### config.mk
export PLATFORM = sky130hd
export DESIGN_NAME = line_deframer_drop_oldest_unit
export DESIGN_NICKNAME = d
export VERILOG_FILES = /design/src/sv/ldd_pkg.sv /design/src/sv/ldd_dp.sv /design/src/sv/ldd_ctrl.sv /design/src/sv/line_deframer_drop_oldest_unit.sv
export SDC_FILE = /design/constraint.sdc
export NUM_CORES = 1
export LEC_CHECK = 0
export BUFFER_PORTS_ARGS = -buffer_cell sky130_fd_sc_hd__buf_4
export CELL_PAD_IN_SITES_DETAIL_PLACEMENT = 0
export CELL_PAD_IN_SITES_GLOBAL_PLACEMENT = 1
export CORE_ASPECT_RATIO = 1.75
export CORE_MARGIN = 5
export CORE_UTILIZATION = 30
export CTS_BUF_LIST = sky130_fd_sc_hd__clkbuf_4 sky130_fd_sc_hd__clkbuf_8
export DETAILED_ROUTE_END_ITERATION = 12
export PLACE_DENSITY = 0.53
export SLEW_MARGIN = 20
export SYNTH_ARGS = -nofsm -noshare
export SYNTH_HDL_FRONTEND = slang
export SYNTH_HIERARCHICAL = 1
export SYNTH_SLANG_ARGS = --single-unit
### constraint.sdc
create_clock -name clk -period 19.4 [get_ports clk]
set_clock_uncertainty 0.1 [all_clocks]
set_input_delay 5.82 -clock clk [delete_from_list [all_inputs] [get_ports clk]]
set_output_delay 5.82 -clock clk [all_outputs]
set_load 0.01 [all_outputs]
### src/sv/ldd_pkg.sv
// Shared types and constants for the line deframer with drop-oldest overflow.
// No dependencies; imported by every module of the block.
package ldd_pkg;

  localparam int BUFFER_BYTES = 64;
  localparam int MAX_SEGMENT  = 32;

  localparam int PTR_W  = $clog2(BUFFER_BYTES);
  localparam int CNT_W  = PTR_W + 1;
  localparam int SEG_W  = $clog2(MAX_SEGMENT + 1);
  localparam int CAP_W  = 7;
  localparam int LEN_W  = 12;
  localparam int BYTE_W = 8;
  localparam int ERR_W  = 32;

  localparam logic [BYTE_W-1:0] LINE_FEED = 8'd10;

  typedef enum logic [1:0] {
    ST_IDLE,
    ST_EMIT_RD,
    ST_EMIT_OUT,
    ST_MARK
  } ldd_state_t;

  typedef struct packed {
    logic accept;
    logic rd_issue;
    logic load_byte;
    logic load_mark;
  } ldd_cmd_t;

  typedef struct packed {
    logic emit;
    logic emit_empty;
    logic last_byte;
    logic out_free;
  } ldd_sts_t;

endpackage

### src/sv/ldd_dp.sv
// Datapath: buffer pointers, chunk/drop bookkeeping, line store and result register.
// Depends on ldd_pkg; driven by commands from ldd_ctrl.
module ldd_dp import ldd_pkg::*; (
  input  logic              clk,
  input  logic              rst_n,
  input  logic [CAP_W-1:0]  capacity,
  input  logic [BYTE_W-1:0] in_data_byte,
  input  logic [LEN_W-1:0]  in_chunk_length,
  input  logic              in_first_of_chunk,
  input  ldd_cmd_t          cmd,
  output ldd_sts_t          sts,
  input  logic              out_ready,
  output logic              out_valid,
  output logic [BYTE_W-1:0] out_line_byte,
  output logic              out_byte_valid,
  output logic              out_segment_end,
  output logic              out_line_end,
  output logic [ERR_W-1:0]  out_overflow_count
);

  logic [BYTE_W-1:0] mem [BUFFER_BYTES];

  logic [PTR_W-1:0] head_r, head_nxt;
  logic [CNT_W-1:0] held_r, held_nxt;
  logic [LEN_W-1:0] skip_r, skip_nxt;
  logic [ERR_W-1:0] err_r, err_nxt;

  logic [PTR_W-1:0]  emit_head_r;
  logic [CNT_W-1:0]  emit_len_r;
  logic [CNT_W-1:0]  idx_r;
  logic [SEG_W-1:0]  seg_r;
  logic [BYTE_W-1:0] rd_data_r;
  logic              out_valid_r;

  logic             cap_zero;
  logic [CNT_W-1:0] cap_c, held0, space, drop_n, held1;
  logic [PTR_W-1:0] head0, head1;
  logic [LEN_W-1:0] len_c, skip1;
  logic             do_start, over, big, skipping, is_lf, store, long_line;
  logic [CNT_W-1:0] idx_inc;
  logic             seg_wrap, last_byte;

  always_comb begin
    cap_zero = (capacity == '0);
    cap_c = (capacity > CAP_W'(BUFFER_BYTES)) ? CNT_W'(BUFFER_BYTES) : CNT_W'(capacity);
    held0 = (held_r > cap_c) ? '0 : held_r;
    head0 = (held_r > cap_c) ? '0 : head_r;
    do_start = in_first_of_chunk || ((skip_r == '0) && (held0 >= cap_c));
    if (!in_first_of_chunk) begin
      len_c = LEN_W'(1);
    end else if (in_chunk_length == '0) begin
      len_c = LEN_W'(1);
    end else begin
      len_c = in_chunk_length;
    end
    space  = cap_c - held0;
    over   = do_start && (len_c > LEN_W'(space));
    big    = len_c > LEN_W'(cap_c);
    drop_n = big ? held0 : CNT_W'(len_c - LEN_W'(space));
    head1  = head0;
    held1  = held0;
    skip1  = skip_r;
    if (over) begin
      head1 = head0 + drop_n[PTR_W-1:0];
      held1 = held0 - drop_n;
      skip1 = big ? (len_c - LEN_W'(cap_c)) : '0;
    end else if (do_start) begin
      skip1 = '0;
    end
    skipping  = (skip1 != '0);
    is_lf     = (in_data_byte == LINE_FEED);
    sts.emit  = !cap_zero && !skipping && is_lf;
    store     = !cap_zero && !skipping && !is_lf && (held1 < cap_c);
    long_line = 8'(held1) > 8'(MAX_SEGMENT);
    sts.emit_empty = (held1 == '0);

    idx_inc   = idx_r + CNT_W'(1);
    last_byte = (idx_inc == emit_len_r);
    seg_wrap  = (seg_r == SEG_W'(MAX_SEGMENT - 1));
    sts.last_byte = last_byte;
    sts.out_free  = !out_valid_r || out_ready;

    head_nxt = head_r;
    held_nxt = held_r;
    skip_nxt = skip_r;
    err_nxt  = err_r;
    if (cmd.accept && !cap_zero) begin
      head_nxt = sts.emit ? (head1 + held1[PTR_W-1:0]) : head1;
      if (sts.emit) begin
        held_nxt = '0;
      end else if (store) begin
        held_nxt = held1 + CNT_W'(1);
      end else begin
        held_nxt = held1;
      end
      skip_nxt = skipping ? (skip1 - LEN_W'(1)) : skip1;
      err_nxt  = err_r + ERR_W'(over) + ERR_W'(sts.emit && long_line);
    end
  end

  always_ff @(posedge clk) begin
    if (!rst_n) begin
      head_r      <= '0;
      held_r      <= '0;
      skip_r      <= '0;
      err_r       <= '0;
      out_valid_r <= 1'b0;
    end else begin
      head_r <= head_nxt;
      held_r <= held_nxt;
      skip_r <= skip_nxt;
      err_r  <= err_nxt;
      if (cmd.load_byte || cmd.load_mark) begin
        out_valid_r <= 1'b1;
      end else if (out_ready) begin
        out_valid_r <= 1'b0;
      end
    end
  end

  // line store: written on stored bytes, read one byte per drain step
  always_ff @(posedge clk) begin
    if (cmd.accept && store) begin
      mem[head1 + held1[PTR_W-1:0]] <= in_data_byte;
    end
    if (cmd.rd_issue) begin
      rd_data_r <= mem[emit_head_r + idx_r[PTR_W-1:0]];
    end
  end

  always_ff @(posedge clk) begin
    if (cmd.accept && sts.emit) begin
      emit_head_r <= head1;
      emit_len_r  <= held1;
      idx_r       <= '0;
      seg_r       <= '0;
    end else if (cmd.load_byte) begin
      idx_r <= idx_inc;
      seg_r <= seg_wrap ? '0 : seg_r + SEG_W'(1);
    end
    if (cmd.load_byte) begin
      out_line_byte      <= rd_data_r;
      out_byte_valid     <= 1'b1;
      out_segment_end    <= last_byte || seg_wrap;
      out_line_end       <= last_byte;
      out_overflow_count <= err_r;
    end else if (cmd.load_mark) begin
      out_line_byte      <= '0;
      out_byte_valid     <= 1'b0;
      out_segment_end    <= 1'b1;
      out_line_end       <= 1'b1;
      out_overflow_count <= err_r;
    end
  end

  assign out_valid = out_valid_r;

endmodule

### src/sv/ldd_ctrl.sv
// Controller: sequences item acceptance and the byte-by-byte drain of a held line.
// Depends on ldd_pkg; commands ldd_dp.
module ldd_ctrl import ldd_pkg::*; (
  input  logic     clk,
  input  logic     rst_n,
  input  logic     in_valid,
  output logic     in_ready,
  input  ldd_sts_t sts,
  output ldd_cmd_t cmd
);

  ldd_state_t state_r, state_nxt;

  always_ff @(posedge clk) begin
    if (!rst_n) begin
      state_r <= ST_IDLE;
    end else begin
      state_r <= state_nxt;
    end
  end

  always_comb begin
    state_nxt = state_r;
    cmd       = '0;
    in_ready  = 1'b0;
    unique case (state_r)
      ST_IDLE: begin
        in_ready   = 1'b1;
        cmd.accept = in_valid;
        if (in_valid && sts.emit) begin
          state_nxt = sts.emit_empty ? ST_MARK : ST_EMIT_RD;
        end
      end
      ST_EMIT_RD: begin
        cmd.rd_issue = 1'b1;
        state_nxt    = ST_EMIT_OUT;
      end
      ST_EMIT_OUT: begin
        if (sts.out_free) begin
          cmd.load_byte = 1'b1;
          state_nxt     = sts.last_byte ? ST_IDLE : ST_EMIT_RD;
        end
      end
      ST_MARK: begin
        if (sts.out_free) begin
          cmd.load_mark = 1'b1;
          state_nxt     = ST_IDLE;
        end
      end
      default: state_nxt = ST_IDLE;
    endcase
  end

endmodule

### src/sv/line_deframer_drop_oldest_unit.sv
// Top level: line deframer with drop-oldest overflow, APB capacity register.
// Depends on ldd_pkg, ldd_ctrl and ldd_dp.
//
//   channel  | handshake             | payload
//   input    | in_valid / in_ready   | in_data_byte, in_chunk_length, in_first_of_chunk
//   result   | out_valid / out_ready | out_line_byte, out_byte_valid, out_segment_end,
//            |                       | out_line_end, out_overflow_count
//   config   | psel/penable/pwrite   | paddr, pwdata, prdata (capacity at 0x0)
//
// A byte that is not a line feed leaves input open; the next is accepted right after.
// A line feed blocks input while its line drains (one line-store read and one result
// load per byte; just the marker load for an empty line), plus any output stall.
// Synchronous active-low reset clears pointers, counts and errors; capacity -> 64.
module line_deframer_drop_oldest_unit import ldd_pkg::*; (
  input  logic              clk,
  input  logic              rst_n,
  input  logic              in_valid,
  output logic              in_ready,
  input  logic [BYTE_W-1:0] in_data_byte,
  input  logic [LEN_W-1:0]  in_chunk_length,
  input  logic              in_first_of_chunk,
  output logic              out_valid,
  input  logic              out_ready,
  output logic [BYTE_W-1:0] out_line_byte,
  output logic              out_byte_valid,
  output logic              out_segment_end,
  output logic              out_line_end,
  output logic [ERR_W-1:0]  out_overflow_count,
  input  logic              psel,
  input  logic              penable,
  input  logic              pwrite,
  input  logic [1:0]        paddr,
  input  logic [31:0]       pwdata,
  output logic [31:0]       prdata,
  output logic              pready
);

  logic [CAP_W-1:0] capacity_r, capacity_nxt;
  ldd_cmd_t         cmd;
  ldd_sts_t         sts;

  assign pready = 1'b1;

  // single register; every byte offset selects it
  always_comb begin
    capacity_nxt = capacity_r;
    if (psel && penable && pwrite) begin
      capacity_nxt = pwdata[CAP_W-1:0];
    end
    prdata = (paddr == 2'b00) ? 32'(capacity_r) : 32'(capacity_r);
  end

  always_ff @(posedge clk) begin
    if (!rst_n) begin
      capacity_r <= CAP_W'(64);
    end else begin
      capacity_r <= capacity_nxt;
    end
  end

  ldd_ctrl u_ctrl (
    .clk      (clk),
    .rst_n    (rst_n),
    .in_valid (in_valid),
    .in_ready (in_ready),
    .sts      (sts),
    .cmd      (cmd)
  );

  ldd_dp u_dp (
    .clk                (clk),
    .rst_n              (rst_n),
    .capacity           (capacity_r),
    .in_data_byte       (in_data_byte),
    .in_chunk_length    (in_chunk_length),
    .in_first_of_chunk  (in_first_of_chunk),
    .cmd                (cmd),
    .sts                (sts),
    .out_ready          (out_ready),
    .out_valid          (out_valid),
    .out_line_byte      (out_line_byte),
    .out_byte_valid     (out_byte_valid),
    .out_segment_end    (out_segment_end),
    .out_line_end       (out_line_end),
    .out_overflow_count (out_overflow_count)
  );

`ifndef SYNTHESIS
  a_marker_closes_line: assert property (@(posedge clk) disable iff (!rst_n)
    out_valid && !out_byte_valid |-> out_segment_end && out_line_end)
    else $error("empty-line marker without segment/line end");

  a_line_end_is_seg_end: assert property (@(posedge clk) disable iff (!rst_n)
    out_valid && out_line_end |-> out_segment_end)
    else $error("line end without segment end");

  a_input_blocked_mid_line: assert property (@(posedge clk) disable iff (!rst_n)
    out_valid && out_byte_valid && !out_line_end |-> !in_ready)
    else $error("input accepted while a line is still draining");

  a_one_load_at_a_time: assert property (@(posedge clk) disable iff (!rst_n)
    !(cmd.accept && (cmd.load_byte || cmd.load_mark || cmd.rd_issue)))
    else $error("accept overlaps drain command");
`endif

endmodule
==> impl_metrics.yaml <==
setup_path:
  critPathMaxFanout: 25
  startpoint: "in_first_of_chunk"
  max_stage_delay_ns: 0.85
  cp-start-kind: "input port"
  required_ns: 19.63
  endpoint_kind: "register"
  worst-setup-path-type: "input port to register"
  cp_slowest_cell: "nor2_1"
  path_common_cell: "inv_1"
  r2r-start: "capacity_r[6]"
  arrival_ns: 14.98
finish:
  layout.nets: 2080
  drive_above_1_share_pct: 22.7
  area.growth.synth_to_final_pct: 14.1
timing:
  max_slew_margin_pct: 32.4
  setup_tns_ns: 0
  worstMarginPinSlew_ns: 1.01
  fin_ws_ns: 4.65
  hold_viol_final: 0
  fin_crit_sh_pct: 76.0
  rsz0062_at_grt: "no"
  fin_hold_ws_ns: 0.346
  finalSetupViolCount: 0
  fmax_ghz: 0.0678
  drv_slew: 0
  finalWorstPathRequiredPeriod_ns: 14.75
synth:
  synthCells: 1806
  yosysWarnings: 6
  synth-seq-area-share_pct: 65.3
  synth-seq-cells: 656
  synth.avg_cell_area_um2: 16.0
  synth_cell_type_count: 84
  async_flop_share_pct: 0
  syn_area_um2: 28900
  ys.flop_type: "edfxtp_1"
  synth-edff-count: 575
floorplanning:
  rows: 150
  coreArea_um2: 95700
  top_level_ports: 140
  die_area_um2: 103000
  chipHeight_um: 421
  die_x_um: 245
  start_util_pct: 30.2
route:
  antenna_left: 0
  drcViolationCount: 0
  num_vias: 16100
  first_pass_iters: 5
  drt_wl_total_mm: 78.4
  routedWlPerCell_um: 24.2
  vias_per_cell: 4.96
  drtIter0Drc: 1083
clock_tree:
  path_clk_slew_ns: 0.06
  cts_tree: "built"
  clock_path_buffers: 3
  clkLatencyLatePin_ns: 0.76
  post-cts-setup-buffer-count: 0
  cts.sinks: 656
  cts_resized: 0
  cts_root_buffer: "clkbuf_8"
  htree_levels: 3
  postCtsHoldBufs: 0
  numCtsBuffers: 98
global_routing:
  grt_pass1_vias: 16800
  grt_max_degree: 62
  grt_overflow_total: 0
  grt_usage_pct: 15.1
  grt_pass1_wl_mm: 115
  antenna_found_initial: 2
power_and_ir_drop:
  power.total_mw: 4.12
  irDropWorstVdd_uv: 87.2
  p_leak_nw: 11.1
  cellPowerDensity_nw_per_um2: 125
place:
  hpwl_mm: 53.6
  place_ws_ns: 3.75
  gp_routability_congestion: 0.810
  numPortBuffers: 86
hold_path:
  hp-class: "register to register"
  hp-start: "u_dp/head_r[0]"
run:
  cap_violations: 0
status:
  outcome: "completed"
==> registers in the layout, indices dropped and copies added (netlist names), 7 cells and up <==
| name | count |
|---|---|
| u_dp/emit_len_r | 7 |
| u_dp/rd_data_r | 8 |
| u_dp/skip_r | 12 |
| u_dp/idx_r | 7 |
| u_dp/err_r | 32 |
| u_dp/mem | 512 |
| capacity_r | 7 |
| u_dp/held_r | 7 |
| u_dp/out_overflow_count | 32 |
| u_dp/out_line_byte | 8 |
==> final timing paths <==
path                                  endpoint  slack, ns  depth (start not counted)
worst max register to register  u_dp/err_r[26]       9.03                         40
worst max-delay path            u_dp/mem[8][4]       4.65                         31
worst min-delay path            u_dp/head_r[0]       0.35                          2
worst min register to register  u_dp/head_r[0]       0.35                          2
==> synth_stat cells, types with 14 or more instances <==
library cell | number | share of area, %
a21oi_1 | 48 | 0.83
and2_1 | 44 | 0.95
and3_1 | 15 | 0.32
buf_1 | 14 | 0.18
buf_4 | 29 | 0.75
clkbuf_1 | 47 | 0.61
dfxtp_1 | 81 | 5.6
edfxtp_1 | 575 | 60
ha_1 | 61 | 2.6
inv_1 | 56 | 0.73
mux2i_1 | 28 | 0.97
mux4_2 | 160 | 12
nand2_1 | 101 | 1.3
nand3_1 | 31 | 0.54
nand4_1 | 20 | 0.43
nor2_1 | 118 | 1.5
nor2b_1 | 24 | 0.52
o21ai_0 | 49 | 0.85
or3_1 | 21 | 0.45
xnor2_1 | 54 | 1.6
xor2_1 | 27 | 0.82
==> power breakdown <==
| part | leakage (nW) | internal [mW] | switching (mW) |
|---|---|---|---|
| sequential | 5.79 | 1.59 | 0.0235 |
| clock | 1.07 | 0.628 | 0.560 |
| combinational | 4.26 | 0.470 | 0.849 |
==> metal layers <==
metal  vias to the layer above  track usage, %  part of all wire, %
li1                       7298               -                    -
met3                       125            2.36                  4.0
met1                      8221            15.9                   35
met4                         0            5.58                  3.3
met2                       419            30.1                   57
met5                         -               0                    0
==> kinds of logic (layout without fill, tap and decap cells) <==
logic type	after synthesis	count (layout)	share of synthesized area (%)
DFF	656	656	65.3
and+or+nand+nor	442	442	7.94
AOI/OAI and AO/OA	215	215	5.13
muxes	191	191	13.6
buffers and inverters	149	339	2.34
xor gates and xnor gates	82	82	2.51
adders and majority gates	69	69	3.19
other	2	28	0.0260
==> stage by stage <==
| step | utilization, % | area (um2) | cells |
|---|---|---|---|
| finish | 34.5 | 33000 | 3238 |
| global route | 34.5 | 33000 | 3238 |
| CTS | 34.5 | 33000 | 3236 |
| detailed placement | 32.3 | 31000 | 3065 |
| global placement | 32.3 | 31000 | 3065 |
| floorplan | - | 29000 | 1830 |
==> cells in the final DEF, fill, tap and decap left out, types with 13 or more instances in the layout <==
cell,count
nand4_1,20
clkbuf_8,100
clkinv_2,14
inv_1,55
dfxtp_1,81
a21oi_1,48
a21boi_0,13
conb_1,26
a211oi_1,13
nand3_1,31
xnor2_1,51
and2_1,44
clkinv_1,17
mux2i_1,28
nor2b_1,24
nand2_1,101
o21ai_0,49
edfxtp_1,575
or3_1,21
ha_1,60
mux4_2,160
buf_4,112
nor3_1,13
clkbuf_4,24
and3_1,15
xor2_1,27
nor2_1,117
==> worst max-delay path: cells and delay by family <==
family                     cells  cell delay, ns
and+or+nand+nor               11            3.54
adders and majority gates      4            1.27
buffers and inverters          5            0.93
AOI/OAI and AO/OA             11            3.38
==> cell type report <==
cell class / instances / area, um2
antenna: 2 / 5.00
timing repair buffer: 112 / 841
tap: 1216 / 1520
fill: 9198 / 62700
clock buffer: 124 / 1560
sequential: 656 / 18900
inverter: 56 / 210
multi-input combinational: 1025 / 9500
clock inverter: 47 / 469
No activity file was read; power rests on OpenSTA's default activity.
